## config.mk

```make
export PLATFORM = sky130hd
export DESIGN_NAME = checksummed_packet_framer
export DESIGN_NICKNAME = d
export VERILOG_FILES = /design/src/rtl/cpf_pkg.sv /design/src/rtl/cpf_frame_ctl.sv /design/src/rtl/cpf_emitter.sv /design/src/rtl/checksummed_packet_framer.sv
export SDC_FILE = /design/constraint.sdc
export NUM_CORES = 1
export LEC_CHECK = 0
export BUFFER_PORTS_ARGS = -buffer_cell sky130_fd_sc_hd__buf_2
export CORE_MARGIN = 1
export CORE_UTILIZATION = 38
export CTS_CLUSTER_DIAMETER = 200
export DETAILED_ROUTE_END_ITERATION = 7
export GPL_ROUTABILITY_DRIVEN = 0
export SLEW_MARGIN = 40
export SYNTH_ARGS = -nofsm -noshare
export SYNTH_HDL_FRONTEND = slang
export SYNTH_SLANG_ARGS = --single-unit
```

## constraint.sdc

```tcl
create_clock -name clk -period 7.4 [get_ports clk]
set_input_delay 1.11 -clock clk [delete_from_list [all_inputs] [get_ports clk]]
set_output_delay 1.11 -clock clk [all_outputs]
set_load 0.005 [all_outputs]
```

## src/rtl/cpf_pkg.sv

```systemverilog
// Shared constants and types for the checksummed packet framer.
`timescale 1ns / 1ps
`default_nettype none

package cpf_pkg;

  localparam logic [7:0] SYNC_A  = 8'hAA;
  localparam logic [7:0] SYNC_B  = 8'h55;
  localparam logic [7:0] TAIL_CR = 8'h0D;
  localparam logic [7:0] TAIL_LF = 8'h0A;

  // Position of the byte being sent within one item's output run.
  typedef enum logic [3:0] {
    STEP_SYNC_A,
    STEP_SYNC_B,
    STEP_CMD,
    STEP_LEN_LO,
    STEP_LEN_HI,
    STEP_DATA,
    STEP_SUM,
    STEP_CR,
    STEP_LF
  } step_t;

  // Everything the emitter needs to send the bytes caused by one item.
  typedef struct packed {
    logic       emit;    // the item produces at least one byte
    logic       start;   // header bytes come first
    logic [7:0] cmd;
    logic [7:0] len_lo;
    logic [7:0] len_hi;
    logic [7:0] data;
    logic       pay;     // a payload byte is sent
    logic       tail;    // checksum, CR and LF close the frame
    logic [7:0] sum;     // checksum byte sent in the tail
  } plan_t;

endpackage

`default_nettype wire

```

## src/rtl/cpf_frame_ctl.sv

```systemverilog
// Frame state tracking: running checksum, remaining count and open-frame flag.
`timescale 1ns / 1ps
`default_nettype none

module cpf_frame_ctl (
  input  wire logic           clk,
  input  wire logic           rst,
  input  wire logic           accept,
  input  wire logic           start_req,
  input  wire logic [7:0]     cmd,
  input  wire logic [15:0]    length,
  input  wire logic [7:0]     data_byte,
  output cpf_pkg::plan_t      plan
);

  logic [7:0]  running_sum;
  logic [15:0] bytes_left;
  logic        in_packet;

  logic [7:0]  hdr_sum;
  logic [7:0]  base_sum;
  logic [7:0]  pay_sum;
  logic [15:0] left_cur;
  logic [15:0] left_after;

  // Work out the bytes this beat causes and the checksum they leave behind.
  always_comb begin
    hdr_sum = cpf_pkg::SYNC_A + cpf_pkg::SYNC_B + cmd + length[7:0] + length[15:8];
    if (start_req) begin
      plan.emit = 1'b1;
      plan.pay  = (length != 16'd0);
      base_sum  = hdr_sum;
      left_cur  = length;
    end else begin
      plan.emit = in_packet;
      plan.pay  = in_packet;
      base_sum  = running_sum;
      left_cur  = bytes_left;
    end
    pay_sum    = base_sum + data_byte;
    left_after = left_cur - 16'd1;
    plan.start  = start_req;
    plan.cmd    = cmd;
    plan.len_lo = length[7:0];
    plan.len_hi = length[15:8];
    plan.data   = data_byte;
    plan.tail   = !plan.pay || (left_after == 16'd0);
    plan.sum    = plan.pay ? pay_sum : base_sum;
  end

  // Frame state advances once per accepted beat that produces bytes.
  always_ff @(posedge clk) begin
    if (rst) begin
      running_sum <= 8'd0;
      bytes_left  <= 16'd0;
      in_packet   <= 1'b0;
    end else if (accept && plan.emit) begin
      if (plan.tail) begin
        running_sum <= 8'd0;
        bytes_left  <= 16'd0;
        in_packet   <= 1'b0;
      end else begin
        running_sum <= pay_sum;
        bytes_left  <= left_after;
        in_packet   <= 1'b1;
      end
    end
  end

endmodule

`default_nettype wire

```

## src/rtl/cpf_emitter.sv

```systemverilog
// Byte sequencer: holds one item's plan and sends its bytes through an output register.
`timescale 1ns / 1ps
`default_nettype none

module cpf_emitter (
  input  wire logic           clk,
  input  wire logic           rst,
  input  wire logic           take,
  input  wire cpf_pkg::plan_t plan,
  output logic                ready,
  output logic                byte_valid,
  input  wire logic           byte_ready,
  output logic [7:0]          out_byte,
  output logic                frame_end
);

  logic            wvalid;
  cpf_pkg::plan_t  wplan;
  cpf_pkg::step_t  step;
  cpf_pkg::step_t  step_next;
  logic [7:0]      cur_byte;
  logic            last;
  logic            out_load;

  assign out_load = !byte_valid || byte_ready;
  assign ready    = !wvalid || (out_load && last);

  // Select the current byte and the step that follows it.
  always_comb begin
    cur_byte  = wplan.data;
    step_next = cpf_pkg::STEP_LF;
    case (step)
      cpf_pkg::STEP_SYNC_A: begin
        cur_byte  = cpf_pkg::SYNC_A;
        step_next = cpf_pkg::STEP_SYNC_B;
      end
      cpf_pkg::STEP_SYNC_B: begin
        cur_byte  = cpf_pkg::SYNC_B;
        step_next = cpf_pkg::STEP_CMD;
      end
      cpf_pkg::STEP_CMD: begin
        cur_byte  = wplan.cmd;
        step_next = cpf_pkg::STEP_LEN_LO;
      end
      cpf_pkg::STEP_LEN_LO: begin
        cur_byte  = wplan.len_lo;
        step_next = cpf_pkg::STEP_LEN_HI;
      end
      cpf_pkg::STEP_LEN_HI: begin
        cur_byte  = wplan.len_hi;
        step_next = wplan.pay ? cpf_pkg::STEP_DATA : cpf_pkg::STEP_SUM;
      end
      cpf_pkg::STEP_DATA: begin
        cur_byte  = wplan.data;
        step_next = cpf_pkg::STEP_SUM;
      end
      cpf_pkg::STEP_SUM: begin
        cur_byte  = wplan.sum;
        step_next = cpf_pkg::STEP_CR;
      end
      cpf_pkg::STEP_CR: begin
        cur_byte  = cpf_pkg::TAIL_CR;
        step_next = cpf_pkg::STEP_LF;
      end
      cpf_pkg::STEP_LF: begin
        cur_byte  = cpf_pkg::TAIL_LF;
        step_next = cpf_pkg::STEP_LF;
      end
      default: begin
        cur_byte  = wplan.data;
        step_next = cpf_pkg::STEP_LF;
      end
    endcase
    last = (step == cpf_pkg::STEP_LF) || ((step == cpf_pkg::STEP_DATA) && !wplan.tail);
  end

  // Work register: load a new item or step through the current one.
  always_ff @(posedge clk) begin
    if (rst) begin
      wvalid <= 1'b0;
      step   <= cpf_pkg::STEP_SYNC_A;
    end else if (wvalid && out_load && !last) begin
      step <= step_next;
    end else if (take) begin
      wvalid <= 1'b1;
      wplan  <= plan;
      step   <= plan.start ? cpf_pkg::STEP_SYNC_A : cpf_pkg::STEP_DATA;
    end else if (wvalid && out_load) begin
      wvalid <= 1'b0;
    end
  end

  // Output register: holds a beat until the sink takes it.
  always_ff @(posedge clk) begin
    if (rst) begin
      byte_valid <= 1'b0;
    end else if (out_load) begin
      byte_valid <= wvalid;
    end
  end

  always_ff @(posedge clk) begin
    if (out_load && wvalid) begin
      out_byte  <= cur_byte;
      frame_end <= (step == cpf_pkg::STEP_LF);
    end
  end

endmodule

`default_nettype wire

```

## src/rtl/checksummed_packet_framer.sv

```systemverilog
// Top level of the checksummed packet framer.
//
//   Channel  Handshake                Payload
//   -------  -----------------------  -------------------------------------
//   item     item_valid / item_ready  start_req, cmd, length, data_byte
//   byte     byte_valid / byte_ready  out_byte, frame_end
//
// A payload beat sends one byte, so payload streams at one beat per cycle unless the
// byte channel stalls. A start beat sends 6 to 9 bytes and the last payload beat 4,
// one per cycle from the work register unless stalled; the next item is taken in the
// cycle its last byte moves to the output register. Bytes reach it via the work register.
// Synchronous reset clears the frame state and both valid flags.
// A stalled byte channel holds the output register and back-pressures item.
`timescale 1ns / 1ps
`default_nettype none

module checksummed_packet_framer (
  input  wire logic        clk,
  input  wire logic        rst,
  input  wire logic        item_valid,
  output logic             item_ready,
  input  wire logic        start_req,
  input  wire logic [7:0]  cmd,
  input  wire logic [15:0] length,
  input  wire logic [7:0]  data_byte,
  output logic             byte_valid,
  input  wire logic        byte_ready,
  output logic [7:0]       out_byte,
  output logic             frame_end
);

  cpf_pkg::plan_t plan;
  logic           accept;

  assign accept = item_valid && item_ready;

  // Frame state and per-item plan.
  cpf_frame_ctl u_ctl (
    .clk       (clk),
    .rst       (rst),
    .accept    (accept),
    .start_req (start_req),
    .cmd       (cmd),
    .length    (length),
    .data_byte (data_byte),
    .plan      (plan)
  );

  // Byte sequencing and output register.
  cpf_emitter u_emit (
    .clk        (clk),
    .rst        (rst),
    .take       (accept && plan.emit),
    .plan       (plan),
    .ready      (item_ready),
    .byte_valid (byte_valid),
    .byte_ready (byte_ready),
    .out_byte   (out_byte),
    .frame_end  (frame_end)
  );

endmodule

`default_nettype wire

```

==> results.cfg, run 1 <==
[floorplan]
ioPinCount = 48
die_h_um = 117.8
dieArea_um2 = 13870
fp.dieW_um = 117.8
fp.coreArea_um2 = 12820
initial_core_util = 0.3972
rows = 41

[synthesis]
yosys_warnings = 0
synth_largest_area_cell = edfxtp_1
synth_edf_count = 51
synthArstFlopShare = 0
netlist_area_um2 = 5094
synth.avg_cell_area_um2 = 9.795
synth_flop_cell = edfxtp_1
synth_top_cell_area_share = 0.3007
syn_nets = 589
synth_area_leaders = edfxtp_1 (30%), dfxtp_1 (12%), ha_1 (5.9%)
ys_ff_latch = 82
syn_inst = 520
seq_area_frac_synth = 0.4225
ys_types = 67

[setup_path]
slowest_stage = fa_1
crit_family = adder cells
crit_fanout = 7
crit_required_ns = 7.49
slowest_delay_ns = 0.56
arrival_ns = 4.64
path_cells = buf_2 -> inv_1 -> ha_1 -> fa_1 -> inv_1 -> ha_1 -> a21o_1 -> a21oi_1 -> o21bai_1 -> a21oi_1 -> xnor2_1 -> mux2_2 -> ha_1 -> o41ai_1 -> xor2_1 -> nor2_1 -> xnor2_1
critPathBufInv = 3
cp_common_cell = ha_1
worst_setup_path_end_kind = flop
criticalPathCategory = primary input to flop
setup.worst_path.start_class = primary input

[sta]
hold_viol_final = 0
setup_viol = 0
relSlewSlack = 0.4920
totalNegativeSetupSlack_ns = 0
fin_crit_sh = 0.6149
rsz0062_at_grt = no
slew_violations = 0
fin_crit_ns = 4.550
whs_ns = 0.4624
max_slew.worst_pin.slew_ns = 0.7609
finClkSkew_ns = 0.005594
fmax_mhz = 219.8

[global_routing]
grt_max_degree = 44
grt_pass1_wl_mm = 21.02
grt_overflow_total = 0
grt.total_usage = 0.1954
first_global_vias = 3994
antenna_found_initial = 0

[power]
p_per_area_nw_per_um2 = 237.0
leakage_nw = 2.311
peakVddDrop_mv = 0.1138
p_total_w = 0.001372

[drt]
dr_total_vias = 4072
drt_wl_total_mm = 13.12
drtPass1Iterations = 7
drc = 0
ant_nets = 0
vias_per_cell = 5.533
avgRoutedWirePerCell_um = 17.82
first_iter_violations = 352

[cts]
h-tree-depth = 3
cts_buffer_depth = 2
cts_setup_buffers = 0
hold_buffers = 0
cts-root-buf = clkbuf_16
clk_pin_slew_ns = 0.06
cts_tree = built
ctsResizeCount = 0
clock-sinks = 82
clkLatencyLatePin_ns = 0.34
cts_buffers = 9

[layout]
fin_nets = 628
n_antenna_cell = 0
finalNonFillerCells = 736
drive_above_1_share = 0.1578
area_growth_syn_to_layout_pct = 13.63
n_fill_cell = 1252

[run]
max_cap_violations = 0

[min_path]
hold_path_class = flop to flop

[placement]
dp_hpwl_mm = 9.639
placedCellCount = 720
io_buffers = 47

[run_status]
outcome = completed
[stage by stage]
| step | worst slack [ns] | instance area [µm²] | utilization |
|---|---|---|---|
| 3_5_place_dp | 2.471 | 5469 | 0.4264 |
| 5_1_grt | 2.596 | 5788 | 0.4513 |
| 2_1_floorplan | 2.397 | 5094 | - |
| 4_1_cts | 2.829 | 5788 | 0.4513 |
| 6_report | 2.850 | 5788 | 0.4513 |
| 3_3_place_gp | 2.517 | 5459 | 0.4257 |
[cell type report]
class / instances / area (µm²) / share of cell area
Clock buffer: 10 / 229.0 / 0.03956
Clock inverter: 6 / 90.09 / 0.01556
Inverter: 46 / 172.7 / 0.02983
Multi-Input combinational cell: 366 / 2649 / 0.4576
Sequential cell: 82 / 2152 / 0.3718
Tap cell: 172 / 215.2 / 0.03718
Timing Repair Buffer: 54 / 280.3 / 0.04842
[cells by family after synthesis]
family,Yosys count,synth area share
flops,82,0.4225
mux,32,0.06559
xor+xnor,28,0.04814
compound gates,127,0.1759
simple gates,147,0.1395
buf+inv,72,0.05797
fa+ha+maj,32,0.09040
[layer usage]
layer  global-route usage  vias up  part of all wire
li1                     -     1973                 -
met1               0.2430     1945              0.44
met2               0.3283      133              0.48
met3              0.05039       21             0.056
met4              0.06410        0             0.020
met5                    0        -                 0
[report_power, final]
part	switching [W]	total (W)	internal (W)
sequential	0.0000151	0.000534	0.000519
combinational	0.000196	0.000349	0.000153
clock	0.000191	0.000489	0.000298
total	0.000403	0.00137	0.000969
[synth_stat cells, drive strengths merged, types with 6 or more instances]
cell and n:
a21o 7, or3 7, mux2i 21, o21ai 21
ha 24, xnor2 23, fa 8, edfxtp 51
nand2 34, o211ai 6, clkbuf 13, a22o 12
nor3 18, mux2 11, buf 13, a22oi 7
dfxtp 31, a21oi 28, nor2 53, inv 45
[path summary, 6_finish.rpt]
| path | slack (ns) | cells past startpoint | start | endpoint |
|---|---|---|---|---|
| min reg2reg | 0.46 | 2 | u_ctl.running_sum[2] | u_ctl.running_sum[2] |
| min | 0.46 | 2 | u_ctl.running_sum[2] | u_ctl.running_sum[2] |
| max | 2.85 | 17 | length[2] | u_emit.wplan[7] |
| max reg2reg | 4.20 | 8 | u_emit.step[2] | u_ctl.bytes_left[3] |
[layout by cell type (no fill, tap or decap), types with 7 or more instances in the layout]
cell / Yosys / layout
a21o_1: 7 / 7
a21oi_1: 28 / 28
a22o_1: 11 / 11
buf_2: 5 / 47
clkbuf_16: 0 / 9
dfxtp_1: 31 / 31
edfxtp_1: 51 / 51
fa_1: 8 / 8
ha_1: 24 / 24
inv_1: 44 / 44
mux2_2: 11 / 11
mux2i_1: 21 / 21
nand2_1: 34 / 34
nor2_1: 53 / 52
nor3_1: 18 / 18
o21ai_0: 21 / 21
or3_1: 7 / 7
xnor2_1: 23 / 23
[registers in the layout, summed over array words and instances (netlist names)]
register           count
u_ctl.running_sum      8
u_ctl.in_packet        1
u_emit.wplan          42
u_emit.out_byte        8
u_emit.wvalid          1
u_ctl.bytes_left      16
u_emit.step            4
u_emit.frame_end       1
u_emit.byte_valid      1
[worst register-to-register path: stages (launching register included)]
cell      delay [ns]
dfxtp_1         0.55
or3b_2          0.57
a211oi_1        0.22
o221a_2         0.37
nand2_1         0.23
inv_1           0.12
buf_4           0.47
and3_4          0.43
a41o_1          0.20
Power figures use the tool's default switching activity.
==> run 2: changes to the inputs <==
==> constraint.sdc (replaced) <==
create_clock -name clk -period 4 [get_ports clk]
set_input_delay 0.6 -clock clk [delete_from_list [all_inputs] [get_ports clk]]
set_output_delay 0.6 -clock clk [all_outputs]
set_load 0.005 [all_outputs]
==> run 2 against run 1 <==
Hold slack worse by 0.018 ns. Clock skew up 0.0029 ns. Via count up 2.5%. Clock-buffer cell count unchanged. Flip-flop and latch count unchanged. Largest cell class unchanged. Critical path depth unchanged. Core utilization up 2.0 points. Highest routed layer unchanged.
==> results.cfg, run 2 (synthesis results as in run 1) <==
[setup_path]
slowest_delay_ns = 0.50
path_cells = buf_2 -> inv_1 -> ha_1 -> fa_1 -> inv_1 -> ha_1 -> inv_1 -> fa_2 -> a21oi_2 -> ha_1 -> buf_4 -> a21o_1 -> a21oi_2 -> o21bai_1 -> a21oi_1 -> xnor2_1 -> mux2_2
r2r_end = u_ctl.bytes_left[10]
r2r-start = u_ctl.bytes_left[1]
critPathBufInv = 5
crit_fanout = 2
crit_required_ns = 4.10
r2r_slack_ns = 0.92
slowest_stage = fa_1
worst_setup_path_end_kind = flop
ff2ff_path_depth = 8
criticalPathCategory = primary input to flop
setup.worst_path.start_class = primary input
crit_family = adder cells
arrival_ns = 3.91

[sta]
whs_ns = 0.4442
hold_viol_final = 0
finClkSkew_ns = 0.008514
fmax_mhz = 262.7
max_slew.worst_pin.slew_ns = 0.7596
rsz0062_at_grt = no
fin_crit_ns = 3.807
slew_violations = 0
setup_viol = 0
fin_crit_sh = 0.9518
totalNegativeSetupSlack_ns = 0
relSlewSlack = 0.4865

[drt]
drc = 0
first_iter_violations = 273
vias_per_cell = 5.441
drt_wl_total_mm = 13.37
avgRoutedWirePerCell_um = 17.43
drtPass1Iterations = 5
dr_total_vias = 4173
ant_nets = 0

[global_routing]
grt_overflow_total = 0
first_global_vias = 4054
grt_max_degree = 43
grt_pass1_wl_mm = 21.19
antenna_found_initial = 0
grt.total_usage = 0.2002

[layout]
post-route-util = 0.4715
reg.largest.list = u_emit.wplan: 42 flops, u_ctl.bytes_left: 16 flops
top_register = u_emit.wplan
drive_above_1_share = 0.2252
n_fill_cell = 1203
layout_common_cells = nor2_1 (51), edfxtp_1 (51), buf_2 (47), inv_1 (44), buf_4 (38)
area_growth_syn_to_layout_pct = 18.72
largest_reg_flops = 42
n_antenna_cell = 0
fin_nets = 659
stdcell_area_um2 = 6047

[run]
max_cap_violations = 0

[floorplan]
ioPinCount = 48
rows = 41
die_h_um = 117.8
dieArea_um2 = 13870
fp.dieW_um = 117.8
fp.coreArea_um2 = 12820
initial_core_util = 0.3972

[placement]
io_buffers = 47
dp_hpwl_mm = 10.05
postPlaceCellArea_um2 = 5709

[cts]
cts_buffers = 9
clock-sinks = 82
clkLatencyLatePin_ns = 0.35
clk_pin_slew_ns = 0.06
h-tree-depth = 3
cts-root-buf = clkbuf_16
cts_buffer_depth = 2
cts_tree = built
cts_setup_buffers = 0

[min_path]
hp-start = cmd[5]
hold_end = u_emit.wplan[39]
hold_path_depth = 1
hold_path_class = primary input to flop

[power]
leakage_nw = 2.450
peakVddDrop_mv = 0.2018
p_per_area_nw_per_um2 = 424.9

[run_status]
outcome = completed
==> run 2: stage by stage <==
step                power (W)  instances  worst slack [ns]
floorplan            0.001482        520           0.02944
global placement     0.001722        751           -0.2491
detailed placement   0.001741        751           -0.2832
CTS                  0.002543        767           0.04898
global route         0.002704        767          0.006087
finish               0.002570        767            0.1929
==> run 2: worst max-delay path by stage <==
stage | start | end | slack, ns | cells after the start
after floorplan | cmd[2] | u_emit.wplan[7] | 0.03 | 16
after global placement | length[2] | u_emit.wplan[7] | -0.25 | 17
after detailed placement | length[2] | u_ctl.running_sum[7] | -0.28 | 18
after CTS | length[2] | u_ctl.running_sum[7] | 0.05 | 18
after global routing | cmd[1] | u_ctl.running_sum[7] | 0.006 | 21
final | cmd[1] | u_emit.wplan[6] | 0.19 | 17
==> run 2: cell type report <==
cell class / instances / area (µm²) / area share
multi-input combinational: 366 / 2706 / 0.4475
sequential: 82 / 2152 / 0.3559
timing repair buffer: 85 / 520.5 / 0.08607
clock buffer: 10 / 229.0 / 0.03786
tap: 172 / 215.2 / 0.03559
inverter: 46 / 172.7 / 0.02855
clock inverter: 6 / 51.30 / 0.008483
==> run 2: worst register-to-register path, cell delays in order, from the launching register on <==
cell and delay [ns]:
dfxtp_1 0.33, mux2i_1 0.20, ha_1 0.38, o211ai_1 0.28, or4_4 0.59, a22oi_2 0.21, o2111ai_2 0.22, nand3_1 0.54
o211ai_1 0.18
==> run 2: routing by layer <==
metal  track usage  wire length [µm]  up-vias
met5             0                 0        -
met4       0.06651               258        0
met3       0.04990               608       22
met2        0.3276              6252      128
met1        0.2568              6252     1993
li1              -                 -     2030
==> run 2: timing repair <==
action / in CTS / in global routing
resized for setup: 0 / 15
hold buffers: 0 / 0
endpoints found under the hold margin: 0 / 0
endpoints found under the setup margin: 0 / 3
==> run 2: where the power goes <==
part           total (W)  switching (W)  internal [W]  leakage, nW
registers       0.000984      0.0000250      0.000959        0.720
clock network   0.000794       0.000366      0.000428        0.127
logic           0.000791       0.000411      0.000380         1.60
==> run 3: changes to the inputs <==
--- a/config.mk
+++ b/config.mk
@@ -11,6 +11,7 @@
 export CTS_CLUSTER_DIAMETER = 200
 export DETAILED_ROUTE_END_ITERATION = 7
 export GPL_ROUTABILITY_DRIVEN = 0
+export PLACE_DENSITY = 0.65
 export SLEW_MARGIN = 40
 export SYNTH_ARGS = -nofsm -noshare
 export SYNTH_HDL_FRONTEND = slang
==> constraint.sdc (replaced) <==
create_clock -name clk -period 4 [get_ports clk]
set_input_delay 0.6 -clock clk [delete_from_list [all_inputs] [get_ports clk]]
set_output_delay 0.6 -clock clk [all_outputs]
set_load 0.05 [all_outputs]
==> run 3 against run 2 <==
Final area grew 0.31%. Sequential share of layout area decreased by 0.11 points. Setup slack worse by 0.042 ns. Via count increased by 2.0%. Combinational power rose by 2%. Clock skew is 0.0049 ns lower. Final cell count increased by 0.26%. Wire length increased by 0.96%.
==> results.cfg, run 3 (synthesis results as in run 1) <==
[power]
swShare = 0.2972
peakVddDrop_mv = 0.2089
combPwrFrac = 0.300
p_int_w = 0.001885
p_clk_frac = 0.333
leakage_nw = 2.486
power_switching_w = 0.0007969
p_seq_frac = 0.366
p_per_area_nw_per_um2 = 442.1

[global_routing]
grt_overflow_total = 0
first_global_vias = 4231
grt_max_degree = 30
grt_pass1_wl_mm = 21.59
antenna_found_initial = 0
grt.total_usage = 0.2004

[drt]
vias_per_cell = 5.534
ant_nets = 0
drtPass1Iterations = 5
drc = 0
first_iter_violations = 278
dr_total_vias = 4256
drt_wl_total_mm = 13.50
avgRoutedWirePerCell_um = 17.55

[run_status]
outcome = completed

[cts]
clock-sinks = 82
clkLatencyLatePin_ns = 0.35
hold_buffers = 0
clk_pin_slew_ns = 0.06
cts-root-buf = clkbuf_16
cts_buffer_depth = 2
h-tree-depth = 3
cts_buffers = 9
cts_tree = built

[layout]
drive_above_1_share = 0.2144
finalNonFillerCells = 769
layout_common_cells = nor2_1 (52), edfxtp_1 (51), buf_2 (47), inv_1 (44), buf_4 (40)
largest_reg_flops = 42
post-route-util = 0.4730
reg.largest.list = u_emit.wplan: 42 flops, u_ctl.bytes_left: 16 flops
n_antenna_cell = 0
n_fill_cell = 1237
top_register = u_emit.wplan
fin_nets = 661
stdcell_area_um2 = 6066
layout_commonest_cell = nor2_1
area_growth_syn_to_layout_pct = 19.09

[setup_path]
crit_required_ns = 4.10
arrival_ns = 3.95
crit_fanout = 2
criticalPathCategory = primary input to flop
setup.worst_path.start_class = primary input
worst_setup_path_end_kind = flop

[placement]
postPlaceCellArea_um2 = 5717
io_buffers = 47
dp_hpwl_mm = 10.20
pre_cts_ws_ns = -0.2609
placedCellCount = 752

[sta]
slew_violations = 0
relSlewSlack = 0.4966
fin_crit_ns = 3.849
totalNegativeSetupSlack_ns = 0
layout_setup_ws_ns = 0.1511
max_slew.worst_pin.slew_ns = 0.7540
hold_viol_final = 0
fin_crit_sh = 0.9622
finClkSkew_ns = 0.003613
fmax_mhz = 259.8
setup_viol = 0

[floorplan]
rows = 41
initial_core_util = 0.3972
fp.coreArea_um2 = 12820
fp.dieW_um = 117.8
ioPinCount = 48
die_h_um = 117.8
dieArea_um2 = 13870

[run]
max_cap_violations = 0

[min_path]
hold_path_class = primary input to flop
==> run 3: cell types whose count changed in the layout (fill, tap and decap cells not counted), moves of 2 or more <==
| cell | change |
|---|---|
| buf_4 | +2 |
| ha_2 | -2 |
| a21oi_1 | +3 |
| bufinv_16 | +2 |
| ha_1 | +2 |
| a21oi_2 | -3 |
| clkinvlp_4 | -3 |
==> run 3: critical path: stages <==
cell and delay (ns):
buf_2 0.10, inv_1 0.06, ha_1 0.30, fa_1 0.51, inv_1 0.04, ha_1 0.20
inv_1 0.08, fa_2 0.42, a21oi_1 0.21, ha_1 0.29, buf_4 0.15, a21o_1 0.18
a21oi_2 0.17, o21bai_1 0.08, a21oi_1 0.17, xnor2_1 0.11, mux2_2 0.28
==> run 3: worst paths after layout <==
kind | start | end | slack, ns | cells after the start
worst max-delay path | cmd[1] | u_emit.wplan[6] | 0.15 | 17
worst min-delay path | cmd[5] | u_emit.wplan[39] | 0.44 | 1
worst max register to register | u_emit.step[3] | u_ctl.bytes_left[2] | 0.70 | 8
worst min register to register | u_ctl.running_sum[2] | u_ctl.running_sum[2] | 0.47 | 2
==> run 3: area by class of cell <==
type | count | area, µm² | share of cell area
multi-input cells | 366 | 2671 | 0.4404
clock buffers | 10 | 229.0 | 0.03775
inverters | 46 | 172.7 | 0.02847
clock inverters | 6 | 90.09 | 0.01485
flip-flops and latches | 82 | 2152 | 0.3548
repair buffers | 87 | 535.5 | 0.08828
well taps | 172 | 215.2 | 0.03548
==> run 3: stage by stage <==
step / hold WS [ns] / power (W)
after floorplan: 0.4173 / 0.001510
after global placement: 0.4347 / 0.001751
after detailed placement: 0.4497 / 0.001776
after CTS: 0.4317 / 0.002673
after global routing: 0.4335 / 0.002814
final: 0.4405 / 0.002682
==> run 3: power by group through the flow <==
stage | combinational (W) | clock [W] | sequential, W
final | 0.000806 | 0.000893 | 0.000983
after global placement | 0.000752 | 0 | 0.000999
after detailed placement | 0.000776 | 0 | 0.00100
after global routing | 0.000889 | 0.000938 | 0.000987
after floorplan | 0.000493 | 0 | 0.00102
after CTS | 0.000783 | 0.000908 | 0.000982
==> run 3: metal layers <==
layer | GRT usage | part of all wire
met1 | 0.2507 | 0.43
met2 | 0.3338 | 0.48
met3 | 0.05087 | 0.064
met4 | 0.06971 | 0.022
met5 | 0 | 0
==> run 3: repair_timing <==
action / CTS / global route
resized for setup: 0 / 6
setup buffers: 0 / 1
setup endpoints to repair: 0 / 2
